[src/assert_macros.svh]
// assertion macros used by the sequencer core module
`ifndef ASSERT_MACROS_SVH
`define ASSERT_MACROS_SVH

// same-cycle implication, sampled on clk, off during reset
`define PFMS_ASSERT_IMP(lbl, ante, cons) \
  lbl: assert property (@(posedge clk) disable iff (!rst_n) (ante) |-> (cons)) \
    else $error("pfms same-cycle check failed");

// next-cycle implication, sampled on clk, off during reset
`define PFMS_ASSERT_NXT(lbl, ante, cons) \
  lbl: assert property (@(posedge clk) disable iff (!rst_n) (ante) |=> (cons)) \
    else $error("pfms next-cycle check failed");

`endif

[src/pfms_pkg.sv]
// types, codes and helpers of the paper feed motor sequencer
`timescale 1ns / 1ps
package pfms_pkg;

  localparam int CFG_ADDR_W = 5;
  localparam int CFG_DATA_W = 32;

  localparam logic OP_CMD  = 1'b0;
  localparam logic OP_TICK = 1'b1;

  typedef enum logic [2:0] {
    PH_IDLE  = 3'd0,
    PH_BACK  = 3'd1,
    PH_BRAKE = 3'd2,
    PH_WLOW  = 3'd3,
    PH_WHIGH = 3'd4,
    PH_PAUSE = 3'd5,
    PH_ROLL  = 3'd6
  } phase_t;

  localparam logic [1:0] DRV_COAST = 2'd0;
  localparam logic [1:0] DRV_FWD   = 2'd1;
  localparam logic [1:0] DRV_BACK  = 2'd2;
  localparam logic [1:0] DRV_BRAKE = 2'd3;

  localparam logic [2:0] RPL_CAUGHT    = 3'd0;
  localparam logic [2:0] RPL_ROLLED    = 3'd1;
  localparam logic [2:0] RPL_CATCHFAIL = 3'd2;
  localparam logic [2:0] RPL_JAM       = 3'd3;
  localparam logic [2:0] RPL_PONG      = 3'd4;
  localparam logic [2:0] RPL_UNKNOWN   = 3'd5;

  localparam logic [7:0] CMD_COAST = 8'd0;
  localparam logic [7:0] CMD_CATCH = 8'd1;
  localparam logic [7:0] CMD_ROLL  = 8'd2;
  localparam logic [7:0] CMD_PING  = 8'd30;

  localparam logic [2:0] REG_BACKWARD = 3'd0;
  localparam logic [2:0] REG_BRAKE    = 3'd1;
  localparam logic [2:0] REG_CATCH_TO = 3'd2;
  localparam logic [2:0] REG_RELEASE  = 3'd3;
  localparam logic [2:0] REG_PAUSE    = 3'd4;
  localparam logic [2:0] REG_ROLLOUT  = 3'd5;
  localparam logic [2:0] REG_MAX_ATT  = 3'd6;

  typedef struct packed {
    logic [15:0] backward_ticks;
    logic [15:0] brake_ticks;
    logic [15:0] catch_timeout;
    logic [15:0] release_timeout;
    logic [15:0] retry_pause_ticks;
    logic [15:0] rollout_ticks;
    logic [3:0]  max_attempts;
  } cfg_t;

  typedef struct packed {
    logic       opcode;
    logic [7:0] command_byte;
    logic       catch_sensor;
  } item_t;

  typedef struct packed {
    logic [1:0] motor_drive;
    logic       reply_valid;
    logic [2:0] reply_code;
    logic       busy_res;
  } res_t;

  function automatic logic phase_busy(input phase_t ph);
    return ph inside {[PH_BACK:PH_ROLL]};
  endfunction

endpackage

[src/pfms_in_if.sv]
// input word channel: command bytes and ticks
`timescale 1ns / 1ps
interface pfms_in_if;
  logic       valid;
  logic       ready;
  logic       opcode;
  logic [7:0] command_byte;
  logic       catch_sensor;

  modport source(output valid, opcode, command_byte, catch_sensor, input ready);
  modport sink(input valid, opcode, command_byte, catch_sensor, output ready);
endinterface

[src/pfms_out_if.sv]
// result word channel: motor drive and host reply
`timescale 1ns / 1ps
interface pfms_out_if;
  logic       valid;
  logic       ready;
  logic [1:0] motor_drive;
  logic       reply_valid;
  logic [2:0] reply_code;
  logic       busy_res;

  modport source(output valid, motor_drive, reply_valid, reply_code, busy_res, input ready);
  modport sink(input valid, motor_drive, reply_valid, reply_code, busy_res, output ready);
endinterface

[src/pfms_cfg_regs.sv]
// apb-style configuration registers of the sequencer
`timescale 1ns / 1ps
module pfms_cfg_regs (
  input  logic                            clk,
  input  logic                            rst_n,
  input  logic                            psel,
  input  logic                            penable,
  input  logic                            pwrite,
  input  logic [pfms_pkg::CFG_ADDR_W-1:0] paddr,
  input  logic [pfms_pkg::CFG_DATA_W-1:0] pwdata,
  output logic [pfms_pkg::CFG_DATA_W-1:0] prdata,
  output logic                            pready,
  output pfms_pkg::cfg_t                  cfg
);
  import pfms_pkg::*;

  cfg_t       cfg_r;
  cfg_t       cfg_nxt;
  logic [2:0] reg_idx;
  logic       wr_en;

  assign pready  = 1'b1;
  assign reg_idx = paddr[4:2];
  assign wr_en   = psel && penable && pwrite && pready;
  assign cfg     = cfg_r;

  always_comb begin
    cfg_nxt = cfg_r;
    if (wr_en) begin
      case (reg_idx)
        REG_BACKWARD: cfg_nxt.backward_ticks    = pwdata[15:0];
        REG_BRAKE:    cfg_nxt.brake_ticks       = pwdata[15:0];
        REG_CATCH_TO: cfg_nxt.catch_timeout     = pwdata[15:0];
        REG_RELEASE:  cfg_nxt.release_timeout   = pwdata[15:0];
        REG_PAUSE:    cfg_nxt.retry_pause_ticks = pwdata[15:0];
        REG_ROLLOUT:  cfg_nxt.rollout_ticks     = pwdata[15:0];
        REG_MAX_ATT:  cfg_nxt.max_attempts      = pwdata[3:0];
        default:      cfg_nxt = cfg_r;
      endcase
    end
  end

  always_ff @(posedge clk) begin
    if (!rst_n) begin
      cfg_r.backward_ticks    <= 16'd50;
      cfg_r.brake_ticks       <= 16'd50;
      cfg_r.catch_timeout     <= 16'd500;
      cfg_r.release_timeout   <= 16'd1000;
      cfg_r.retry_pause_ticks <= 16'd50;
      cfg_r.rollout_ticks     <= 16'd400;
      cfg_r.max_attempts      <= 4'd3;
    end else begin
      cfg_r <= cfg_nxt;
    end
  end

  always_comb begin
    case (reg_idx)
      REG_BACKWARD: prdata = {16'd0, cfg_r.backward_ticks};
      REG_BRAKE:    prdata = {16'd0, cfg_r.brake_ticks};
      REG_CATCH_TO: prdata = {16'd0, cfg_r.catch_timeout};
      REG_RELEASE:  prdata = {16'd0, cfg_r.release_timeout};
      REG_PAUSE:    prdata = {16'd0, cfg_r.retry_pause_ticks};
      REG_ROLLOUT:  prdata = {16'd0, cfg_r.rollout_ticks};
      REG_MAX_ATT:  prdata = {28'd0, cfg_r.max_attempts};
      default:      prdata = '0;
    endcase
  end

endmodule

[src/pfms_seq_core.sv]
// sequencer state registers and single-pass next-state logic
`timescale 1ns / 1ps
`include "assert_macros.svh"
module pfms_seq_core (
  input  logic            clk,
  input  logic            rst_n,
  input  logic            step,
  input  pfms_pkg::item_t item,
  input  pfms_pkg::cfg_t  cfg,
  output pfms_pkg::res_t  res
);
  import pfms_pkg::*;

  phase_t      phase_r, phase_nxt;
  logic [15:0] ticks_r, ticks_nxt;
  logic [3:0]  att_r, att_nxt;
  logic [1:0]  drive_r, drive_nxt;
  logic        rv;
  logic [2:0]  rc;
  logic [15:0] cnt_inc;
  logic [3:0]  att_inc;

  assign cnt_inc = ticks_r + 16'd1;
  assign att_inc = att_r + 4'd1;

  always_comb begin
    phase_nxt = phase_r;
    ticks_nxt = ticks_r;
    att_nxt   = att_r;
    drive_nxt = drive_r;
    rv        = 1'b0;
    rc        = RPL_CAUGHT;
    if (item.opcode == OP_TICK) begin
      case (phase_r)
        PH_BACK: begin
          if (cnt_inc >= cfg.backward_ticks) begin
            phase_nxt = PH_BRAKE;
            ticks_nxt = '0;
            drive_nxt = DRV_BRAKE;
          end else begin
            ticks_nxt = cnt_inc;
          end
        end
        PH_BRAKE: begin
          if (cnt_inc >= cfg.brake_ticks) begin
            phase_nxt = PH_WLOW;
            ticks_nxt = '0;
            drive_nxt = DRV_FWD;
          end else begin
            ticks_nxt = cnt_inc;
          end
        end
        PH_WLOW: begin
          if (!item.catch_sensor) begin
            phase_nxt = PH_WHIGH;
            ticks_nxt = '0;
            drive_nxt = DRV_FWD;
          end else if (cnt_inc >= cfg.catch_timeout) begin
            // missed catch
            att_nxt   = att_inc;
            ticks_nxt = '0;
            if (cfg.retry_pause_ticks != 16'd0) begin
              phase_nxt = PH_PAUSE;
              drive_nxt = DRV_COAST;
            end else if (att_inc >= cfg.max_attempts) begin
              phase_nxt = PH_IDLE;
              drive_nxt = DRV_COAST;
              rv        = 1'b1;
              rc        = RPL_CATCHFAIL;
            end else begin
              phase_nxt = PH_BACK;
              drive_nxt = DRV_BACK;
            end
          end else begin
            ticks_nxt = cnt_inc;
          end
        end
        PH_WHIGH: begin
          if (item.catch_sensor) begin
            phase_nxt = PH_IDLE;
            ticks_nxt = '0;
            drive_nxt = DRV_COAST;
            rv        = 1'b1;
            rc        = RPL_CAUGHT;
          end else if (cnt_inc >= cfg.release_timeout) begin
            phase_nxt = PH_IDLE;
            ticks_nxt = '0;
            drive_nxt = DRV_COAST;
            rv        = 1'b1;
            rc        = RPL_JAM;
          end else begin
            ticks_nxt = cnt_inc;
          end
        end
        PH_PAUSE: begin
          if (cnt_inc >= cfg.retry_pause_ticks) begin
            ticks_nxt = '0;
            if (att_r >= cfg.max_attempts) begin
              phase_nxt = PH_IDLE;
              drive_nxt = DRV_COAST;
              rv        = 1'b1;
              rc        = RPL_CATCHFAIL;
            end else begin
              phase_nxt = PH_BACK;
              drive_nxt = DRV_BACK;
            end
          end else begin
            ticks_nxt = cnt_inc;
          end
        end
        PH_ROLL: begin
          if (cnt_inc >= cfg.rollout_ticks) begin
            phase_nxt = PH_IDLE;
            ticks_nxt = '0;
            drive_nxt = DRV_COAST;
            rv        = 1'b1;
            rc        = RPL_ROLLED;
          end else begin
            ticks_nxt = cnt_inc;
          end
        end
        default: phase_nxt = PH_IDLE;
      endcase
    end else if (!phase_busy(phase_r)) begin
      phase_nxt = PH_IDLE;
      case (item.command_byte)
        CMD_COAST: drive_nxt = DRV_COAST;
        CMD_CATCH: begin
          att_nxt   = '0;
          phase_nxt = PH_BACK;
          ticks_nxt = '0;
          drive_nxt = DRV_BACK;
        end
        CMD_ROLL: begin
          phase_nxt = PH_ROLL;
          ticks_nxt = '0;
          drive_nxt = DRV_FWD;
        end
        CMD_PING: begin
          rv = 1'b1;
          rc = RPL_PONG;
        end
        default: begin
          rv = 1'b1;
          rc = RPL_UNKNOWN;
        end
      endcase
    end
  end

  always_ff @(posedge clk) begin
    if (!rst_n) begin
      phase_r <= PH_IDLE;
      ticks_r <= '0;
      att_r   <= '0;
      drive_r <= DRV_COAST;
    end else if (step) begin
      phase_r <= phase_nxt;
      ticks_r <= ticks_nxt;
      att_r   <= att_nxt;
      drive_r <= drive_nxt;
    end
  end

  assign res.motor_drive = drive_nxt;
  assign res.reply_valid = rv;
  assign res.reply_code  = rc;
  assign res.busy_res    = phase_busy(phase_nxt);

  `PFMS_ASSERT_IMP(a_back_drive, phase_r == PH_BACK, drive_r == DRV_BACK)
  `PFMS_ASSERT_IMP(a_pause_coast, phase_r == PH_PAUSE, drive_r == DRV_COAST)
  `PFMS_ASSERT_IMP(a_reply_ends_seq, rv, !res.busy_res)
  `PFMS_ASSERT_NXT(a_busy_cmd_hold, step && item.opcode == OP_CMD && phase_busy(phase_r), phase_r == $past(phase_r))

endmodule

[src/paper_feed_motor_sequencer.sv]
// an accepted word sits in the input register, then its result word in the result register
// throughput: one word per cycle unless out_ch stalls; both registers advance together
// the result register frees the input side whenever the result word is taken or empty
// reset: synchronous active-low rst_n clears both stages, the phase (idle) and counters
// reset: configuration registers return to their default values
`timescale 1ns / 1ps
module paper_feed_motor_sequencer (
  input  logic                            clk,
  input  logic                            rst_n,
  pfms_in_if.sink                         in_ch,
  pfms_out_if.source                      out_ch,
  input  logic                            cfg_psel,
  input  logic                            cfg_penable,
  input  logic                            cfg_pwrite,
  input  logic [pfms_pkg::CFG_ADDR_W-1:0] cfg_paddr,
  input  logic [pfms_pkg::CFG_DATA_W-1:0] cfg_pwdata,
  output logic [pfms_pkg::CFG_DATA_W-1:0] cfg_prdata,
  output logic                            cfg_pready
);
  import pfms_pkg::*;

  cfg_t  cfg;
  item_t item_r;
  logic  in_valid_r;
  res_t  res;
  res_t  res_r;
  logic  out_valid_r;
  logic  advance;
  logic  step;
  logic  in_acc;

  assign advance      = !out_valid_r || out_ch.ready;
  assign step         = in_valid_r && advance;
  assign in_ch.ready  = !in_valid_r || advance;
  assign in_acc       = in_ch.valid && in_ch.ready;

  pfms_cfg_regs u_cfg (
    .clk    (clk),
    .rst_n  (rst_n),
    .psel   (cfg_psel),
    .penable(cfg_penable),
    .pwrite (cfg_pwrite),
    .paddr  (cfg_paddr),
    .pwdata (cfg_pwdata),
    .prdata (cfg_prdata),
    .pready (cfg_pready),
    .cfg    (cfg)
  );

  pfms_seq_core u_core (
    .clk  (clk),
    .rst_n(rst_n),
    .step (step),
    .item (item_r),
    .cfg  (cfg),
    .res  (res)
  );

  always_ff @(posedge clk) begin
    if (!rst_n) begin
      in_valid_r <= 1'b0;
    end else if (in_acc) begin
      in_valid_r <= 1'b1;
    end else if (step) begin
      in_valid_r <= 1'b0;
    end
  end

  always_ff @(posedge clk) begin
    if (in_acc) begin
      item_r.opcode       <= in_ch.opcode;
      item_r.command_byte <= in_ch.command_byte;
      item_r.catch_sensor <= in_ch.catch_sensor;
    end
  end

  always_ff @(posedge clk) begin
    if (!rst_n) begin
      out_valid_r <= 1'b0;
    end else if (step) begin
      out_valid_r <= 1'b1;
    end else if (out_ch.ready) begin
      out_valid_r <= 1'b0;
    end
  end

  always_ff @(posedge clk) begin
    if (step) begin
      res_r <= res;
    end
  end

  assign out_ch.valid       = out_valid_r;
  assign out_ch.motor_drive = res_r.motor_drive;
  assign out_ch.reply_valid = res_r.reply_valid;
  assign out_ch.reply_code  = res_r.reply_code;
  assign out_ch.busy_res    = res_r.busy_res;

endmodule

[src/flat_wrapper.sv]
// flat-port wrapper written by rule: the top's interface ports become plain ports
module paper_feed_motor_sequencer_flat import pfms_pkg::*;
  (clk, rst_n, cfg_psel, cfg_penable, cfg_pwrite, cfg_paddr, cfg_pwdata, cfg_prdata, cfg_pready, in_ch_valid, in_ch_opcode, in_ch_command_byte, in_ch_catch_sensor, in_ch_ready, out_ch_valid, out_ch_motor_drive, out_ch_reply_valid, out_ch_reply_code, out_ch_busy_res, out_ch_ready);
  pfms_in_if in_ch_i ();
  pfms_out_if out_ch_i ();
  input  logic clk;
  input  logic rst_n;
  input  logic cfg_psel;
  input  logic cfg_penable;
  input  logic cfg_pwrite;
  input  logic [pfms_pkg::CFG_ADDR_W-1:0] cfg_paddr;
  input  logic [pfms_pkg::CFG_DATA_W-1:0] cfg_pwdata;
  output logic [pfms_pkg::CFG_DATA_W-1:0] cfg_prdata;
  output logic cfg_pready;
  input wire logic [$bits(in_ch_i.valid)-1:0] in_ch_valid;
  input wire logic [$bits(in_ch_i.opcode)-1:0] in_ch_opcode;
  input wire logic [$bits(in_ch_i.command_byte)-1:0] in_ch_command_byte;
  input wire logic [$bits(in_ch_i.catch_sensor)-1:0] in_ch_catch_sensor;
  output wire logic [$bits(in_ch_i.ready)-1:0] in_ch_ready;
  output wire logic [$bits(out_ch_i.valid)-1:0] out_ch_valid;
  output wire logic [$bits(out_ch_i.motor_drive)-1:0] out_ch_motor_drive;
  output wire logic [$bits(out_ch_i.reply_valid)-1:0] out_ch_reply_valid;
  output wire logic [$bits(out_ch_i.reply_code)-1:0] out_ch_reply_code;
  output wire logic [$bits(out_ch_i.busy_res)-1:0] out_ch_busy_res;
  input wire logic [$bits(out_ch_i.ready)-1:0] out_ch_ready;
  assign in_ch_i.valid = in_ch_valid;
  assign in_ch_i.opcode = in_ch_opcode;
  assign in_ch_i.command_byte = in_ch_command_byte;
  assign in_ch_i.catch_sensor = in_ch_catch_sensor;
  assign in_ch_ready = in_ch_i.ready;
  assign out_ch_valid = out_ch_i.valid;
  assign out_ch_motor_drive = out_ch_i.motor_drive;
  assign out_ch_reply_valid = out_ch_i.reply_valid;
  assign out_ch_reply_code = out_ch_i.reply_code;
  assign out_ch_busy_res = out_ch_i.busy_res;
  assign out_ch_i.ready = out_ch_ready;
  paper_feed_motor_sequencer u_core (.clk(clk), .rst_n(rst_n), .in_ch(in_ch_i), .out_ch(out_ch_i), .cfg_psel(cfg_psel), .cfg_penable(cfg_penable), .cfg_pwrite(cfg_pwrite), .cfg_paddr(cfg_paddr), .cfg_pwdata(cfg_pwdata), .cfg_prdata(cfg_prdata), .cfg_pready(cfg_pready));
endmodule
[config.mk]
export PLATFORM = sky130hd
export DESIGN_NAME = paper_feed_motor_sequencer_flat
export DESIGN_NICKNAME = d
export VERILOG_FILES = /design/src/pfms_pkg.sv /design/src/pfms_in_if.sv /design/src/pfms_out_if.sv /design/src/pfms_cfg_regs.sv /design/src/pfms_seq_core.sv /design/src/paper_feed_motor_sequencer.sv /design/src/flat_wrapper.sv
export VERILOG_INCLUDE_DIRS = /design/src /design/src/src
export SDC_FILE = /design/constraint.sdc
export NUM_CORES = 1
export LEC_CHECK = 0
export BUFFER_PORTS_ARGS = -buffer_cell sky130_fd_sc_hd__buf_2
export CORE_ASPECT_RATIO = 1.75
export CORE_MARGIN = 8
export CORE_UTILIZATION = 49
export CTS_BUF_LIST = sky130_fd_sc_hd__clkbuf_16
export DETAILED_ROUTE_END_ITERATION = 7
export PLACE_DENSITY_LB_ADDON = 0.1
export SLEW_MARGIN = 20
export SYNTH_ARGS = -nofsm -noshare
export SYNTH_HDL_FRONTEND = slang
export SYNTH_SLANG_ARGS = --single-unit
[constraint.sdc]
create_clock -name clk -period 11 [get_ports clk]
set_input_delay 0.55 -clock clk [delete_from_list [all_inputs] [get_ports clk]]
set_output_delay 0.55 -clock clk [all_outputs]
set_load 0.02 [all_outputs]
==> results of run 1 <==
==> cell families after synthesis <==
kind of cell	count (synthesis)
compound gates	303
other cells	2
simple gates	412
fa+ha+maj	106
flops	144
xor+xnor	10
buf+inv	171
mux	29
==> path summary, 6_finish.rpt <==
check	slack (ns)	endpoint	depth (start not counted)
setup / recovery	5.77	u_core.u_core.ticks_r[2]	15
hold / removal	0.30	u_core.item_r[4]	1
setup reg to reg	5.77	u_core.u_core.ticks_r[2]	15
hold reg to reg	0.46	u_core.u_cfg.cfg[67]	2
==> through the flow <==
step                      setup WS [ns]  total power, µW  utilization [%]  hold WS (ns)  std cells
final                              5.77             1140             54.6         0.297       1467
after global routing               5.54             1180             54.6         0.282       1467
after CTS                          5.82             1150             54.6         0.281       1467
after detailed placement           5.85              653             52.0         0.453       1436
after global placement             5.86              653             52.0         0.445       1436
after floorplan                    6.90              621                -         0.436       1192
==> critical path, delay by kind of cell (launching register included) <==
family,cells,cell delay (ns)
AO/OA/AOI/OAI,4,1.07
XOR/XNOR,1,0.61
adder cells (fa/ha/maj),1,0.26
flip-flops,1,0.57
AND/OR/NAND/NOR,9,2.58
==> sequential cells by signal, indices dropped and copies added, names as in the netlist <==
signal                     flops
u_core.u_core.ticks_r         16
u_core.out_ch.busy_res         1
u_core.out_ch.reply_valid      1
u_core.u_cfg.cfg             100
u_core.out_ch.motor_drive      2
u_core.item_r                 10
u_core.u_core.att_r            4
u_core.out_ch.reply_code       3
u_core.u_core.phase_r          3
u_core.out_ch.valid            1
u_core.in_valid_r              1
u_core.u_core.drive_r          2
==> report_power, final <==
part,total [µW],internal [µW],switching [µW]
registers,547,540,7.02
clock network,500,278,222
logic,95.5,30.8,64.8
total,1140,849,294
==> per-layer routing <==
layer  up-vias  global-route usage (%)  routed length [µm]
met2       249                    43.8               15000
met5         -                       0                   0
li1       4184                       -                   -
met4         0                    12.6                1250
met1      4013                    28.0               12100
met3        62                    4.00                1340
==> synth_stat cells (all sizes together), types with 8 or more instances <==
cell	number
o21a	12
o22ai	16
nand2b	19
buf	25
inv	106
nand3	19
o21ai	49
nand4	16
edfxtp	17
a211oi	12
a22oi	8
a21oi	62
a21boi	56
o211ai	31
nor2	50
clkbuf	39
mux2i	21
nor2b	16
nand2	238
dfxtp	127
or2	9
a22o	9
ha	106
==> area by class of cell <==
cell class	instances	area [µm²]
clock buffer	17	425
clock inverter	14	66.3
fill	1882	8650
inverter	107	402
multi-input combinational	877	5780
sequential	144	3050
tap	241	302
timing repair buffer	67	353
==> metrics.md, run 1 <==
| Metric | Value |
|---|---|
| Worst slew margin | between 20 and 25% |
| Antenna violations before repair | 0 |
| Seq/Total Area, Yosys | between 30% and 40% |
| GP Congestion | roughly 0.92 |
| Number of global-route vias before repair | approximately 8200 |
| Die area | roughly 24000 µm² |
| Final instance area | 10400 µm² |
| Hold violation count in the final report | 0 |
| CP max FO | 16 |
| Yosys reg bits | 144 |
| Clock tree buffer depth | 2 |
| # setup viols final | 0 |
| Outcome | finished clean |
| Post-CTS Setup Repair Bufs | 0 |
| Avg WL per Cell | 20.2 µm |
| LEAKAGE | around 0.0044 µW |
| Avg Cell Area, Syn | about 8 µm² |
| Req. time, crit path | approximately 11 ns |
| Placed cell area | 9890 µm² |
| First-pass GRT wire length | roughly 46000 µm |
| PostCTS Resize Cnt | 0 |
| Final #Nets | ~1400 |
| Total gr overflow | 0 |
| Starting Density | between 40% and 50% |
| Asr flop ratio synth | 0% |
| Simple-Gate Fraction of Synth Area | 19.6% |
| Top_reg_cell synth | dfxtp_1 |
| Highest clock rate | 191 MHz |
| Area leader, netlist | dfxtp_1 |
| # H-tree levels | 4 |
| Share of layout cells above drive strength 1 | approximately a tenth |
| Mapped Cells | around 1200 |
| Startpoint types | flop |
| Num CTS Buffers | 17 |
| CTS Hold Bufs | 0 |
| N_diodes | 0 |
| Worst vdd ir | roughly 0.00012 V |
| Worst-path cell chain | nand3_1, nor2_1, and3_1, nand3_1, nor2_1, xor2_1, ha_1, nand4_1, or4_1, or4_1, nand4_1, o221ai_2, o31a_1, a21boi_0, a21o_1 |
| DP HPWL | 21700 µm |
| Synthesis-to-layout area growth | 9.78% |
| GRT Util Overall | approximately a quarter |
| Skew final | 0.00995 ns |
| Cell row count | 67 |
| Reg2reg start | u_core.u_core.ticks_r[0] |
| Main combinational cell family by area after synthesis | compound AO/OA/AOI/OAI gates |
| Critical path class | reg2reg |
| Max cap viols | 0 |
| # port buffers | 60 |
| CTS tree | built |
| Slowest stage delay, CP | slightly above 0.6 ns |
| Final number of max-transition violations | 0 |
| Crit path from | u_core.u_core.ticks_r[0] |
| Arrival @ worst endpoint | around 5.6 ns |
| Worst hold path type | in2reg |
| XOR/XNOR Fraction of Synth Area | 0.926% |
| Synth unique cells | 66 |
| Drt pass-1 iters | 6 |
| PwrDens | 110 nW/µm² |
| Critical path endpoint category | flop |
| Period Utilization, post-route | between 40% and 50% |
| Crit path max-delay cell type | xor2_1 |
| Yosys top cell area share | a little over a quarter |
| EDFF count, synth | 17 |
| RSZ-0062 raised after global routing | no |
| Mean number of vias per cell | a little under 6 |
| Residual DRC count | 0 |
| I/O pin cnt | 96 |
| Setup TNS | 0 ns |
| Clock sink count | 144 |
| Vias post-DR | approximately 8500 |
| Clock Pin Slew Worst Setup and Hold Paths | around 0.06 ns |
| Measured slew at the worst slew-check pin | approximately 1.2 ns |
| Largest net degree at the start of global routing | 92 |
| Hold path startpoint | in_ch_command_byte[3] |
| Drt total wl | around 30000 µm |
| Cell area after synthesis | around 9500 µm² |
| Commonest non-fill, non-tap cell in the layout | nand2_1 |
| Worst-Skew Late Latency | ~0.43 ns |
| Min Tclk post-route | around 5.2 ns |
| Core ar. | 19000 µm² |
| Synth area leaders | dfxtp_1, ha_1, nand2_1 |
| Die height | approximately 200 µm |
| Synthesized-area fraction occupied by adder cells | 14.0% |
| Clock root buffer | clkbuf_16 |
| Compound-cell area share of the yosys netlist | 21.7% |
| DRT iter0 DRCs | around 640 |
| Mux cell area share after synthesis | ~3.9% |
| DRT antenna net count | 0 |
| Commonest non-fill, non-tap cells in the layout | nand2_1, dfxtp_1, inv_1, ha_1, a21oi_1 |
| Synthesis warning total | 0 |
| Chip Width | ~120 µm |
(Power assumes the default switching activity.)
==> inputs of run 2 (changes only) <==
==> constraint.sdc (replaced) <==
create_clock -name clk -period 5.03 [get_ports clk]
set_input_delay 0.2515 -clock clk [delete_from_list [all_inputs] [get_ports clk]]
set_output_delay 0.2515 -clock clk [all_outputs]
set_load 0.02 [all_outputs]
==> run 2 against run 1 <==
Against the previous run:
- combinational power grew 120%
- largest power group is now clock
- largest cell class unchanged
- register-to-register slack lost 5.4 ns
- non-clock buffer count grew 19
- routed wire length grew 1.4%
- final cell count grew 1.4%
- via count grew 1.8%
- sequential cell count is the same
- fmax grew 11%
- design area grew 2.2%
- sequential power grew 120%
- highest routed layer unchanged
- first-iteration DRC count shrank 12%
- worst setup slack lost 5.4 ns
==> metrics.md, run 2 (synthesized netlist as in run 1, its figures left out) <==
| Metric | Value |
|---|---|
| Outcome | finished clean |
| Final #Nets | 1393 (+1.4%) |
| WP buf/inv | 0 (unchanged) |
| Measured slew at the worst slew-check pin | 1.11 ns (-0.0490 ns) |
| Worst-path cell chain | and3_1, nand3_1, nor2_1, and3_1, nand3_1, and2_1, or2_2, ha_1, nand4_1, or4_1, or4_1, nand4_1, o221ai_2, o31a_1, a21boi_0, a21o_1 |
| Core ar. | 19000 µm² (unchanged) |
| Clock sink count | 144 (unchanged) |
| RSZ-0062 raised after global routing | no |
| Number of global-route vias before repair | 8548 (+4.2%) |
| Total gr overflow | 0 (unchanged) |
| Worst slew margin | 26.0% (+3.3 points) |
| Slowest stage delay, CP | 0.54 ns (-0.07 ns) |
| Final instance area | 10600 µm² (+2.2%) |
| Antenna violations before repair | 0 (unchanged) |
| Reg2reg start | u_core.u_core.ticks_r[2] |
| Avg WL per Cell | 20.2 µm (about the same) |
| # H-tree levels | 4 (unchanged) |
| Worst R2R Path Depth | 16 (+1) |
| PostCTS Resize Cnt | 0 (unchanged) |
| Crit path from | u_core.u_core.ticks_r[2] |
| Num CTS Buffers | 17 (unchanged) |
| Placed cell area | 9960 µm² (+0.68%) |
| Skew final | 0.0101 ns (+0.000117 ns) |
| Worst hold path type | in2reg |
| Placed insts | 1445 (+0.63%) |
| R2R setup slack | 0.32 ns (-5.45 ns) |
| I/O pin cnt | 96 (unchanged) |
| Tot Pwr | 2630 µW (+130%) |
| LEAKAGE | 0.00448 µW (+2.5%) |
| Worst-Skew Late Latency | 0.43 ns (about the same) |
| Hold violation count in the final report | 0 (unchanged) |
| Share of layout cells above drive strength 1 | 10.2% (+0.73 points) |
| Chip Width | 121 µm (unchanged) |
| Clock root buffer | clkbuf_16 |
| Startpoint types | flop |
| Max cap viols | 0 (unchanged) |
| Critical Path End | u_core.u_core.ticks_r[2] |
| Starting Density | 49.7% (unchanged) |
| Residual DRC count | 0 (unchanged) |
| GP Congestion | 0.965 (+5.2%) |
| Clock Pin Slew Worst Setup and Hold Paths | 0.06 ns (about the same) |
| Worst vdd ir | 0.000302 V (+140%) |
| PwrDens | 248 nW/µm² (+130%) |
| Post-Layout Cell Count | 1487 (+1.4%) |
| Die area | 24200 µm² (unchanged) |
| Stages on worst setup path | 16 (+1) |
| Clock tree buffer depth | 2 (unchanged) |
| CTS Hold Bufs | 10 (+10) |
| Commonest non-fill, non-tap cells in the layout | nand2_1, dfxtp_1, inv_1, ha_1, a21oi_1 |
| DP HPWL | 22700 µm (+4.6%) |
| Filler cell count | 1854 (-1.5%) |
| CTS tree | built |
| Arrival @ worst endpoint | 5.04 ns (-0.52 ns) |
| Vias post-DR | 8663 (+1.8%) |
| # port buffers | 60 (unchanged) |
| Req. time, crit path | 5.36 ns (-5.97 ns) |
| Critical path class | reg2reg |
| Highest clock rate | 212 MHz (+11%) |
| DRT iter0 DRCs | 563 (-12%) |
| Setup TNS | 0 ns (unchanged) |
| Max reg flops | 100 (unchanged) |
| Cell row count | 67 (unchanged) |
| Drt pass-1 iters | 6 (unchanged) |
| GRT Util Overall | 25.5% (+0.78 points) |
| Post-CTS Setup Repair Bufs | 0 (unchanged) |
| Min Tclk post-route | 4.71 ns (-0.524 ns) |
| Period Utilization, post-route | 93.6% (+46 points) |
| Crit path max-delay cell type | o31a_1 |
| Largest net degree at the start of global routing | 66 (-28%) |
| DRT antenna net count | 0 (unchanged) |
| Final Util | 55.7% (+1.2 points) |
| CP max FO | 16 (unchanged) |
| Final number of max-transition violations | 0 (unchanged) |
| Family with the most delay on the worst path | simple AND/OR/NAND/NOR gates |
| N_diodes | 0 (unchanged) |
| Mean number of vias per cell | 5.83 (+0.45%) |
| Synthesis-to-layout area growth | 12.2% |
| Commonest non-fill, non-tap cell in the layout | nand2_1 |
| Drt total wl | 30100 µm (+1.4%) |
| Critical path endpoint category | flop |
| Die height | 200 µm (unchanged) |
| Reg-to-reg endpoint | u_core.u_core.ticks_r[2] |
| # setup viols final | 0 (unchanged) |
| First-pass GRT wire length | 47300 µm (+3.8%) |
run 2: how the worst min path moves through the flow:
stage / cells past startpoint / start / slack, ns / endpoint
final: 3 / in_ch_valid / 0.04 / u_core.in_valid_r
after global routing: 3 / in_ch_valid / 0.07 / u_core.in_valid_r
after CTS: 3 / in_ch_valid / 0.03 / u_core.in_valid_r
after detailed placement: 1 / in_ch_command_byte[2] / 0.43 / u_core.item_r[3]
after global placement: 1 / in_ch_command_byte[2] / 0.43 / u_core.item_r[3]
after floorplan: 0 / in_ch_catch_sensor / 0.35 / u_core.item_r[0]
run 2: metal layers:
| metal | track usage [%] | part of all wire (%) | vias to the layer above |
|---|---|---|---|
| li1 | - | - | 4222 |
| met1 | 29.1 | 40 | 4139 |
| met2 | 45.2 | 52 | 244 |
| met3 | 4.14 | 4.7 | 58 |
| met4 | 12.4 | 3.8 | 0 |
| met5 | 0 | 0 | - |
run 2: area by class of cell:
type	instances	area (µm²)	share of cell area [%]
Multi-Input combinational cell	877	5780	54.5
Clock buffer	17	425	4.01
Tap cell	241	302	2.84
Clock inverter	15	126	1.19
Sequential cell	144	3050	28.8
Inverter	107	402	3.79
Timing Repair Buffer	86	520	4.91
run 2: worst min-delay path: cells and delay by family:
family	cells	cell delay, ns
AOI/OAI and AO/OA	1	0.03
buffers and inverters	1	0.08
and+or+nand+nor	1	0.07
run 2: stage by stage:
stage / setup slack [ns] / hold slack, ns
final: 0.321 / 0.0388
after global routing: 0.0279 / 0.0704
after CTS: 0.328 / 0.0276
after detailed placement: 0.338 / 0.430
after global placement: 0.396 / 0.429
after floorplan: 0.930 / 0.350
run 2: report_power, final:
group	total [µW]	leakage, µW	switching, µW	internal [µW]
registers	1200	0.00119	15.8	1180
clock network	1220	0.000282	506	717
logic	214	0.00301	142	72.2
total	2630	0.00448	664	1970
